<file path="src/design/lav_pkg.sv">
// Shared types and constants for the look-at view matrix block.
// Depends on nothing; used by lav_front, lav_back and look_at_view_matrix.
`default_nettype none

package lav_pkg;

    // Default fraction bits of the Q format
    localparam int FRAC_BITS_DEF = 16;

    // Widths of a coordinate, a difference and a rescaled magnitude
    localparam int COORD_W = 32;
    localparam int DIFF_W  = COORD_W + 1;
    localparam int MAG_W   = 30;

    // Request queue between front and back
    localparam int QUEUE_DEPTH = 2;
    localparam int QPTR_W      = 1;

    // Square-root work registers (sum of squares stays below 2^62)
    localparam int ROOT_W = 63;

    // One classified request as handed from front to back
    typedef struct packed {
        logic [2:0][COORD_W-1:0] eye;
        logic [2:0][DIFF_W-1:0]  dir;
        logic [2:0][COORD_W-1:0] up;
        logic                    dir_zero;
        logic                    up_zero;
    } t_job;

endpackage

`default_nettype wire

</file>
<file path="src/design/lav_front.sv">
// Front end: accepts requests, forms target - eye, flags zero vectors,
// and holds them in a short queue. Depends on lav_pkg.
`default_nettype none

module lav_front (
    input  wire logic                  i_clk,
    input  wire logic                  i_rst_n,
    input  wire logic                  i_in_valid,
    output logic                       o_in_stall,
    input  wire logic signed [31:0]    i_eye_x,
    input  wire logic signed [31:0]    i_eye_y,
    input  wire logic signed [31:0]    i_eye_z,
    input  wire logic signed [31:0]    i_target_x,
    input  wire logic signed [31:0]    i_target_y,
    input  wire logic signed [31:0]    i_target_z,
    input  wire logic signed [31:0]    i_upvec_x,
    input  wire logic signed [31:0]    i_upvec_y,
    input  wire logic signed [31:0]    i_upvec_z,
    output lav_pkg::t_job              o_job,
    output logic                       o_job_valid,
    input  wire logic                  i_job_pop
);

    lav_pkg::t_job                   r_slot [lav_pkg::QUEUE_DEPTH];
    logic [lav_pkg::QPTR_W-1:0]      r_wr_ptr;
    logic [lav_pkg::QPTR_W-1:0]      r_rd_ptr;
    logic [lav_pkg::QPTR_W:0]        r_count;
    lav_pkg::t_job                   w_job;
    logic                            w_full;
    logic                            w_push;
    logic                            w_pop;

    // Classify the incoming request
    always_comb begin
        w_job.eye[0] = i_eye_x;
        w_job.eye[1] = i_eye_y;
        w_job.eye[2] = i_eye_z;
        w_job.up[0]  = i_upvec_x;
        w_job.up[1]  = i_upvec_y;
        w_job.up[2]  = i_upvec_z;
        w_job.dir[0] = {i_target_x[31], i_target_x} - {i_eye_x[31], i_eye_x};
        w_job.dir[1] = {i_target_y[31], i_target_y} - {i_eye_y[31], i_eye_y};
        w_job.dir[2] = {i_target_z[31], i_target_z} - {i_eye_z[31], i_eye_z};
        w_job.dir_zero = (i_target_x == i_eye_x) && (i_target_y == i_eye_y)
                         && (i_target_z == i_eye_z);
        w_job.up_zero  = (i_upvec_x == 32'sd0) && (i_upvec_y == 32'sd0)
                         && (i_upvec_z == 32'sd0);
    end

    assign w_full      = (r_count == (lav_pkg::QPTR_W + 1)'(lav_pkg::QUEUE_DEPTH));
    assign w_push      = i_in_valid && !w_full;
    assign w_pop       = i_job_pop && (r_count != '0);
    assign o_in_stall  = w_full;
    assign o_job_valid = (r_count != '0);
    assign o_job       = r_slot[r_rd_ptr];

    // Advance the queue pointers
    always_ff @(posedge i_clk) begin
        if (!i_rst_n) begin
            r_wr_ptr <= '0;
            r_rd_ptr <= '0;
            r_count  <= '0;
        end else begin
            if (w_push) begin
                r_wr_ptr <= r_wr_ptr + 1'b1;
            end
            if (w_pop) begin
                r_rd_ptr <= r_rd_ptr + 1'b1;
            end
            if (w_push && !w_pop) begin
                r_count <= r_count + 1'b1;
            end else if (!w_push && w_pop) begin
                r_count <= r_count - 1'b1;
            end
        end
    end

    // Store the request payload
    always_ff @(posedge i_clk) begin
        if (w_push) begin
            r_slot[r_wr_ptr] <= w_job;
        end
    end

endmodule

`default_nettype wire

</file>
<file path="config.mk">
export PLATFORM = sky130hd
export DESIGN_NAME = lav_front
export DESIGN_NICKNAME = d
export VERILOG_FILES = /design/src/design/lav_pkg.sv /design/src/design/lav_front.sv
export SDC_FILE = /design/constraint.sdc
export NUM_CORES = 1
export LEC_CHECK = 0
export ABC_CLOCK_PERIOD_IN_PS = 12800
export BUFFER_PORTS_ARGS = -buffer_cell sky130_fd_sc_hd__buf_2
export CORE_AREA = 2 2 249 251
export CTS_BUF_LIST = sky130_fd_sc_hd__clkbuf_16
export DETAILED_ROUTE_END_ITERATION = 7
export DIE_AREA = 0 0 251 253
export GPL_TIMING_DRIVEN = 0
export HOLD_SLACK_MARGIN = 0.03
export PLACE_DENSITY = 0.7
export SLEW_MARGIN = 0
export SYNTH_ARGS = -nofsm -noshare
export SYNTH_HDL_FRONTEND = slang
export SYNTH_SLANG_ARGS = --single-unit
</file>
<file path="constraint.sdc">
create_clock -name i_clk -period 12.8 [get_ports i_clk]
set_clock_uncertainty 0.15 [all_clocks]
set_input_delay 0.64 -clock i_clk [delete_from_list [all_inputs] [get_ports i_clk]]
set_output_delay 0.64 -clock i_clk [all_outputs]
set_load 0.05 [all_outputs]
</file>
Yosys cells after proc, flatten, opt, wreduce, memory -nomap -nowiden
Memory sizes are Yosys's and may differ from the RTL's. A register that Yosys moved wholly into a read port is not among the register bits.
Index checks and enable logic that the tools add are counted.

cells by class
  muxes and demuxes = 6
  div/mod/pow operators = 0
  equality and inequality tests = 4
  magnitude comparators = 0
  $mul = 0
  shift-type cells = 0
  $add $sub $neg = 7
  reduce and logical (&&, ||, !) cells = 16
  bitwise gates (word level) = 0

operators by type and width
  operator             count
  $sub 32x32->33       3
  $eq 32x32->1         3
  $logic_not 32->1     3
  $logic_and 1x1->1    8
  $mux 1               4
  $mux 2               2
  $reduce_bool 2->1    2
  $logic_not 1->1      3
  $add 1x1->1 const B  2
  $add 2x1->2 const B  1
  $eq 2x2->1 const B   1
  $sub 2x1->2 const B  1

storage, ports and cells
  RAM bits = 586
  ROM bits = 0
  logic and storage cells = 37
  latch bits = 0
  output and inout bits = 295
  memories = 1
  bits of input ports = 292
  bits in registers = 4

memories
  name    depth  width  rd ports  clocked after memory_dff  wr ports  RTL line         source
  r_slot  2      293    1         1                         1         lav_front.sv:24  lav_pkg::t_job r_slot [lav_pkg::QUEUE_DEPTH];

Longest topological paths before layout
Gate-level depths: netlist (run 1).

  word-level depth = 7
  mapped depth = 11
  gate-level depth less buffers = 11

Least setup slack after synthesis (run 1)
OpenSTA, ideal clock, no wires.

  kind = in2reg
  start point = input port i_in_valid
  end point = register r_wr_ptr
  required time = 12.535 ns
  path buffers = 0
  cell stages on the path = 3
  arrival = 13.772 ns
  path slack = -1.238 ns
  setup time = 0.115 ns
  cell sequence = nand2_1 > nor2_1 > o21a_1

on the way
  cells in the longest elaborated chain, start to end = 1

ends and longest elaborated chain
  item                  RTL line         source
  from (decl)           lav_front.sv:8   input wire logic i_in_valid,
  $logic_and 1x1->1     lav_front.sv:51  assign w_push = i_in_valid && !w_full;
  to (signal assigned)  lav_front.sv:65  r_wr_ptr <= r_wr_ptr + 1'b1;
  to (decl)             lav_front.sv:25  logic [lav_pkg::QPTR_W-1:0] r_wr_ptr;

Every way passes these cells.
A chain may end at the register's enable or synchronous reset.

==> results of run 1 <==
flip-flops by register name (all words and copies together) (netlist names), named ones only:
name / count
r_wr_ptr: 1
r_slot: 586
r_rd_ptr: 1
r_count: 2
cell usage after synthesis, drive strengths merged (3+ instances only):
master	number	area, µm²
a21oi	88	444
dfxtp	5	100
edfxtp	586	17600
nor2	78	293
inv	130	488
fa	3	60.1
nor2b	13	81.3
a211oi	11	82.6
a2111oi	3	32.5
nand2b	10	62.6
or3	4	25.0
clkbuf	50	188
a311oi	4	41.3
ha	97	1210
and4	3	26.3
o31a	4	35.0
nand4	27	169
a21o	43	323
nand3	22	115
o211ai	3	22.5
mux2	294	3310
and2	14	90.1
nor4	31	209
o21bai	11	82.6
a31oi	13	81.3
o31ai	3	22.5
xnor2	55	482
a31o	6	52.6
nand2	75	282
a21boi	6	45.0
o21ai	46	234
o21a	13	97.6
and3	14	87.6
nor3	16	85.1
xor2	26	228
a211o	5	43.8
layout make-up:
type,instances,area share (%)
multi-input combinational,1066,25.8
sequential,591,52.5
inverter,130,1.45
clock inverter,50,1.73
timing repair buffer,601,9.73
tap,790,2.93
clock buffer,70,5.20
buffer,51,0.572
antenna,6,0.0446
placed cells by master, fill, tap and decap left out, types with 6 or more instances in the layout:
master     netlist  layout
nand2b_1        10      10
buf_2            1     587
buf_12           0       9
mux2_2         293     293
o21ai_0         21      21
edfxtp_1       586     586
diode_2          0       6
a31oi_1         13      13
and2_1          13      13
a21oi_1         87      87
o21bai_1        11      11
nand2_1         75      75
a211oi_1        11      11
nor2b_1         13      13
bufinv_16        0      12
nor2_1          78      77
o21ai_1         24      24
xor2_1          26      26
xnor2_1         55      55
clkinv_1         0       9
o21a_1          13      13
inv_1          130     140
nor3_1          15      15
nand4_1         27      27
clkbuf_1        50      50
and3_1          14      13
nand3_1         21      21
nor4_1          30      30
ha_1            97      97
clkinv_2         0       9
a21o_1          43      43
clkbuf_16        0      70
buf_16           0       6
metrics by stage:
stage	cell area (µm²)	TNS (ns)	hold slack, ns	util [%]	setup slack, ns
after global placement	31000	-168.54	0.338	50.8	-0.612
after detailed placement	31300	0	0.388	51.3	9.09
final	33700	0	0.0908	55.2	8.64
after floorplan	27100	0	0.323	-	3.81
after global routing	33700	0	0.0681	55.2	8.44
after CTS	33700	0	0.0499	55.2	8.47
cell families after synthesis:
| logic type | synth area share (%) |
|---|---|
| adder cells (fa/ha/maj) | 4.71 |
| buffers and inverters | 2.52 |
| AND/OR/NAND/NOR | 5.84 |
| multiplexers | 12.3 |
| XOR/XNOR | 2.62 |
| AO/OA/AOI/OAI | 6.60 |
| flip-flops | 65.4 |
path summary, 6_finish.rpt:
| check | from | end | slack (ns) | cells after the start |
|---|---|---|---|---|
| min | i_eye_z[13] | r_slot[1][274] | 0.09 | 1 |
| max reg2reg | r_count[0] | r_slot[0][288] | 10.05 | 6 |
| min reg2reg | r_count[1] | r_count[1] | 0.41 | 2 |
| max | flop | o_job[93] | 8.64 | 5 |
metal layers:
| layer | vias to the layer above | global-route usage [%] | wire [µm] |
|---|---|---|---|
| li1 | 8334 | - | - |
| met1 | 8930 | 26.5 | 28600 |
| met2 | 742 | 39.1 | 36800 |
| met3 | 146 | 6.77 | 6600 |
| met4 | 16 | 8.62 | 2450 |
| met5 | - | 0 | 108 |
report_power, final:
group	leakage [µW]	total [µW]	internal [µW]	switching (µW)
sequential	0.00552	2520	2470	54.6
clock	0.00117	2010	1240	777
combinational	0.00662	2700	743	1960
total	0.0133	7240	4450	2790
==> flow_metrics.py, run 1 <==
metrics = {
    "outcome": {
        "outcome": "finished clean",
    },
    "synth": {
        "syn_area_um2": 27100,
        "synth_seq_cells": 591,
        "ys.flop_type": "edfxtp_1",
        "yosysSeqAreaShare_pct": 65.4,
        "synth-edff-count": 586,
        "yosysWarnings": 0,
        "synthesis.nets": 2230,
        "avgSynthCellArea_um2": 14.7,
        "ys_types": 66,
        "synthCells": 1838,
        "synthArstFlopShare_pct": 0,
    },
    "worst_setup_path": {
        "cp_max_fo": 10,
        "crit_type": "flop to output pin",
        "crit_slowest_cell": "clkbuf_1",
        "max_stage_delay_ns": 0.85,
        "crit_arrival_ns": 3.37,
        "cp_num_buf_inv": 4,
        "crit_required_ns": 12.01,
        "start_kind": "flop",
        "crit_top_cell": "clkbuf_1",
        "crit_family": "buffers and inverters",
        "path_cells": "clkbuf_1 > clkbuf_1 > clkbuf_1 > mux2_2 > buf_2",
        "end_kind": "output pin",
    },
    "timing": {
        "setup_violations": 0,
        "min_period_ns": 4.16,
        "drv_slew": 0,
        "maxSlewHeadroom_pct": 11.3,
        "rsz0062_at_grt": "no",
        "hold_violations": 0,
        "fmax_mhz": 240,
        "worst_pin_slew_ns": 1.33,
        "fin_crit_sh_pct": 32.5,
    },
    "routing": {
        "avgRoutedWirePerCell_um": 22.2,
        "ant_nets": 0,
        "routed_wl_um": 74600,
        "vias": 18200,
        "drtIter0Drc": 1128,
        "drt_drc_violations_left": 0,
        "drt-pass1-iter-count": 5,
        "vias_per_cell": 5.42,
    },
    "clocking": {
        "cts_buffer_depth": 3,
        "cts_resized": 0,
        "clock-sinks": 591,
        "h-tree-depth": 3,
        "clk_pin_slew_ns": 0.06,
        "hold_buffers": 0,
        "cts_tree": "yes",
        "post_cts_buffers": 0,
        "cts_root_buffer": "clkbuf_16",
        "cts_buffers": 67,
        "clk_latency_ns": 0.60,
    },
    "global_routing": {
        "grt_overflow_total": 0,
        "grtUsageTotal_pct": 22.6,
        "antenna_found_initial": 12,
        "grt_pass1_wl_um": 109000,
        "grt_max_degree": 65,
        "grt_pass1_vias": 18400,
    },
    "power_and_ir_drop": {
        "total_power_uw": 7240,
        "total_leakage_power_uw": 0.0133,
        "powerDensity_nw_per_um2": 215,
        "ir_drop_mv": 0.177,
    },
    "floorplan": {
        "dieArea_um2": 63500,
        "ios": 587,
        "die_width_um": 251,
        "initial_core_util_pct": 44.3,
        "core_um2": 61000,
        "die_h_um": 253,
        "rows": 91,
    },
    "placement": {
        "hpwl_um": 56500,
        "gp_congestion": 0.913,
        "io_buffers": 586,
        "numPlacedInstances": 3229,
    },
    "finish": {
        "multiInputGateArea_um2": 8690,
        "fin_nets": 2900,
        "register_area_um2": 17700,
        "num-fill-cells": 4988,
        "stdcell_count": 3355,
        "drive_above_1_share_pct": 39.7,
        "area_growth_pct": 24.5,
    },
    "flow_run": {
        "max-cap-violations": 0,
    },
    "worst_hold_path": {
        "hp-class": "primary input to flop",
    },
}
No activity file was read; power rests on OpenSTA's default activity.
==> run 2, diff against run 1 <==
Settings changed: ABC_CLOCK_PERIOD_IN_PS 12800 to 3700.
Clock period 12.8 ns to 3.7 ns, I/O delays scaled along.
==> run 2 against run 1 <==
  * Worst hold slack lost 0.031 ns
  * Cell area grew 6.6%
  * Register-to-register slack lost 9.0 ns
  * Via count grew 6.4%
  * Critical path depth is the same
  * Flip-flop and latch count is the same
  * Power grew to 3.4 times the previous value
  * Core utilization grew 3.7 points
  * Clock-buffer cell count shrank 3
  * Clock power grew to 3.1 times the previous value
  * Setup slack lost 8.4 ns
  * Largest cell class unchanged
==> flow_metrics.py, run 2 (synthesis results as in run 1) <==
metrics = {
    "finish": {
        "drive_above_1_share_pct": 36.2,
        "num-fill-cells": 4726,
        "fin_nets": 3151,
        "largest-register": "r_slot",
        "final_common_cell": "buf_2",
        "largest_reg_flops": 586,
        "reg_top3": "r_slot (586), r_count (2)",
        "register_area_um2": 17700,
        "stdcell_count": 3603,
        "area_growth_pct": 32.7,
        "multiInputGateArea_um2": 8710,
        "final_cell_mix": "buf_2 (587), edfxtp_1 (586), mux2_2 (293)",
    },
    "worst_setup_path": {
        "crit_arrival_ns": 3.13,
        "r2r-end": "r_slot[1][104]",
        "crit_type": "flop to output pin",
        "reg2reg_depth": 5,
        "end_kind": "output pin",
        "cp_max_fo": 10,
        "r2r-start": "r_count[0]",
        "regToRegSetupSlack_ns": 1.05,
        "crit_required_ns": 3.37,
        "start_kind": "flop",
    },
    "worst_hold_path": {
        "min_to": "r_slot[1][168]",
        "hp-class": "primary input to flop",
        "min_from": "i_target_z[4]",
        "holdPathStages": 4,
    },
    "clocking": {
        "cts_tree": "yes",
        "clk_pin_slew_ns": 0.06,
        "cts_buffers": 66,
        "post_cts_buffers": 0,
        "clock-sinks": 591,
        "cts_buffer_depth": 3,
        "cts_root_buffer": "clkbuf_16",
        "clk_latency_ns": 0.60,
        "h-tree-depth": 3,
    },
    "placement": {
        "hpwl_um": 56800,
        "io_buffers": 586,
        "numPlacedInstances": 3229,
        "gp_congestion": 0.928,
    },
    "timing": {
        "hold_violations": 0,
        "drv_slew": 0,
        "maxSlewHeadroom_pct": 30.1,
        "fin_crit_sh_pct": 93.6,
        "min_period_ns": 3.46,
        "fmax_mhz": 289,
        "worst_pin_slew_ns": 1.05,
        "rsz0062_at_grt": "no",
        "setup_violations": 0,
    },
    "power_and_ir_drop": {
        "switchingPower_uw": 9790,
        "p_comb_share_pct": 39.2,
        "swShare_pct": 39.8,
        "ir_drop_mv": 0.564,
        "total_leakage_power_uw": 0.0142,
        "intPower_uw": 14800,
        "total_power_uw": 24600,
        "p_seq_share_pct": 35.6,
        "powerDensity_nw_per_um2": 685,
        "pwr-share-clk_pct": 25.2,
    },
    "outcome": {
        "outcome": "finished clean",
    },
    "global_routing": {
        "grt_pass1_wl_um": 117000,
        "grt_max_degree": 66,
        "grt_overflow_total": 0,
        "grt_pass1_vias": 20000,
        "antenna_found_initial": 7,
        "grtUsageTotal_pct": 24.2,
    },
    "routing": {
        "routed_wl_um": 79200,
        "avgRoutedWirePerCell_um": 22.0,
        "drtIter0Drc": 1316,
        "vias": 19300,
        "ant_nets": 0,
        "vias_per_cell": 5.36,
        "drt_drc_violations_left": 0,
        "drt-pass1-iter-count": 5,
    },
    "floorplan": {
        "core_um2": 61000,
        "dieArea_um2": 63500,
        "ios": 587,
        "die_h_um": 253,
        "initial_core_util_pct": 44.3,
        "rows": 91,
        "die_width_um": 251,
    },
    "flow_run": {
        "max-cap-violations": 0,
    },
}
run 2: worst max path at each step:
| stage | slack [ns] | startpoint | to | cells past startpoint |
|---|---|---|---|---|
| floorplan | -1.74 | r_count[0] | r_slot[0][0] | 3 |
| global placement | -4.20 | r_count[0] | r_slot[0][202] | 3 |
| detailed placement | 0.38 | i_eye_z[0] | r_slot[0][186] | 11 |
| CTS | 0.13 | flop | o_job[93] | 5 |
| global route | 0.07 | flop | o_job[93] | 5 |
| finish | 0.24 | flop | o_job[93] | 5 |
run 2: metrics by stage:
stage / setup TNS, ns / cell area (µm²) / hold WS [ns] / util (%) / worst slack, ns
global placement: -2071.34 / 31000 / 0.239 / 50.8 / -4.20
global route: 0 / 35900 / 0.0637 / 58.9 / 0.0718
floorplan: -788.80 / 27100 / 0.134 / - / -1.74
detailed placement: 0 / 31300 / 0.239 / 51.4 / 0.377
CTS: 0 / 35900 / 0.0335 / 58.8 / 0.130
finish: 0 / 35900 / 0.0594 / 58.9 / 0.237
run 2: area by class of cell:
| class | instances | area share [%] |
|---|---|---|
| Antenna cell | 6 | 0.0418 |
| Buffer | 51 | 0.547 |
| Clock inverter | 49 | 0.986 |
| Multi-Input combinational cell | 1066 | 24.2 |
| Timing Repair Buffer | 853 | 16.1 |
| Clock buffer | 67 | 4.67 |
| Inverter | 130 | 1.36 |
| Sequential cell | 591 | 49.3 |
| Tap cell | 790 | 2.75 |
run 2: power groups by stage:
| stage | clock [µW] | combinational, µW | sequential, µW |
|---|---|---|---|
| 2_1_floorplan | 0 | 6850 | 8950 |
| 3_3_place_gp | 0 | 9130 | 9070 |
| 3_5_place_dp | 0 | 9380 | 8880 |
| 4_1_cts | 6320 | 9650 | 8750 |
| 5_1_grt | 6580 | 10100 | 8820 |
| 6_report | 6200 | 9650 | 8760 |
run 2: critical path: stages (launching register included):
cell,delay [ns]
dfxtp_1,0.31
clkbuf_1,0.24
clkbuf_2,0.47
clkbuf_1,0.83
mux2_2,0.45
buf_2,0.23
run 2: repair_timing:
action                                 in CTS  in global routing
endpoints found under the hold margin     513                  0
setup endpoints to repair                 108                  0
hold buffers                              252                  0
resized for setup                           3                  0
run 2: routing by layer:
metal	routed length (µm)	GRT usage, %	vias to the layer above
met5	13	0	-
met4	2890	9.68	2
met3	6250	6.12	161
met2	39400	42.4	808
met1	30700	28.5	9480
li1	-	-	8871
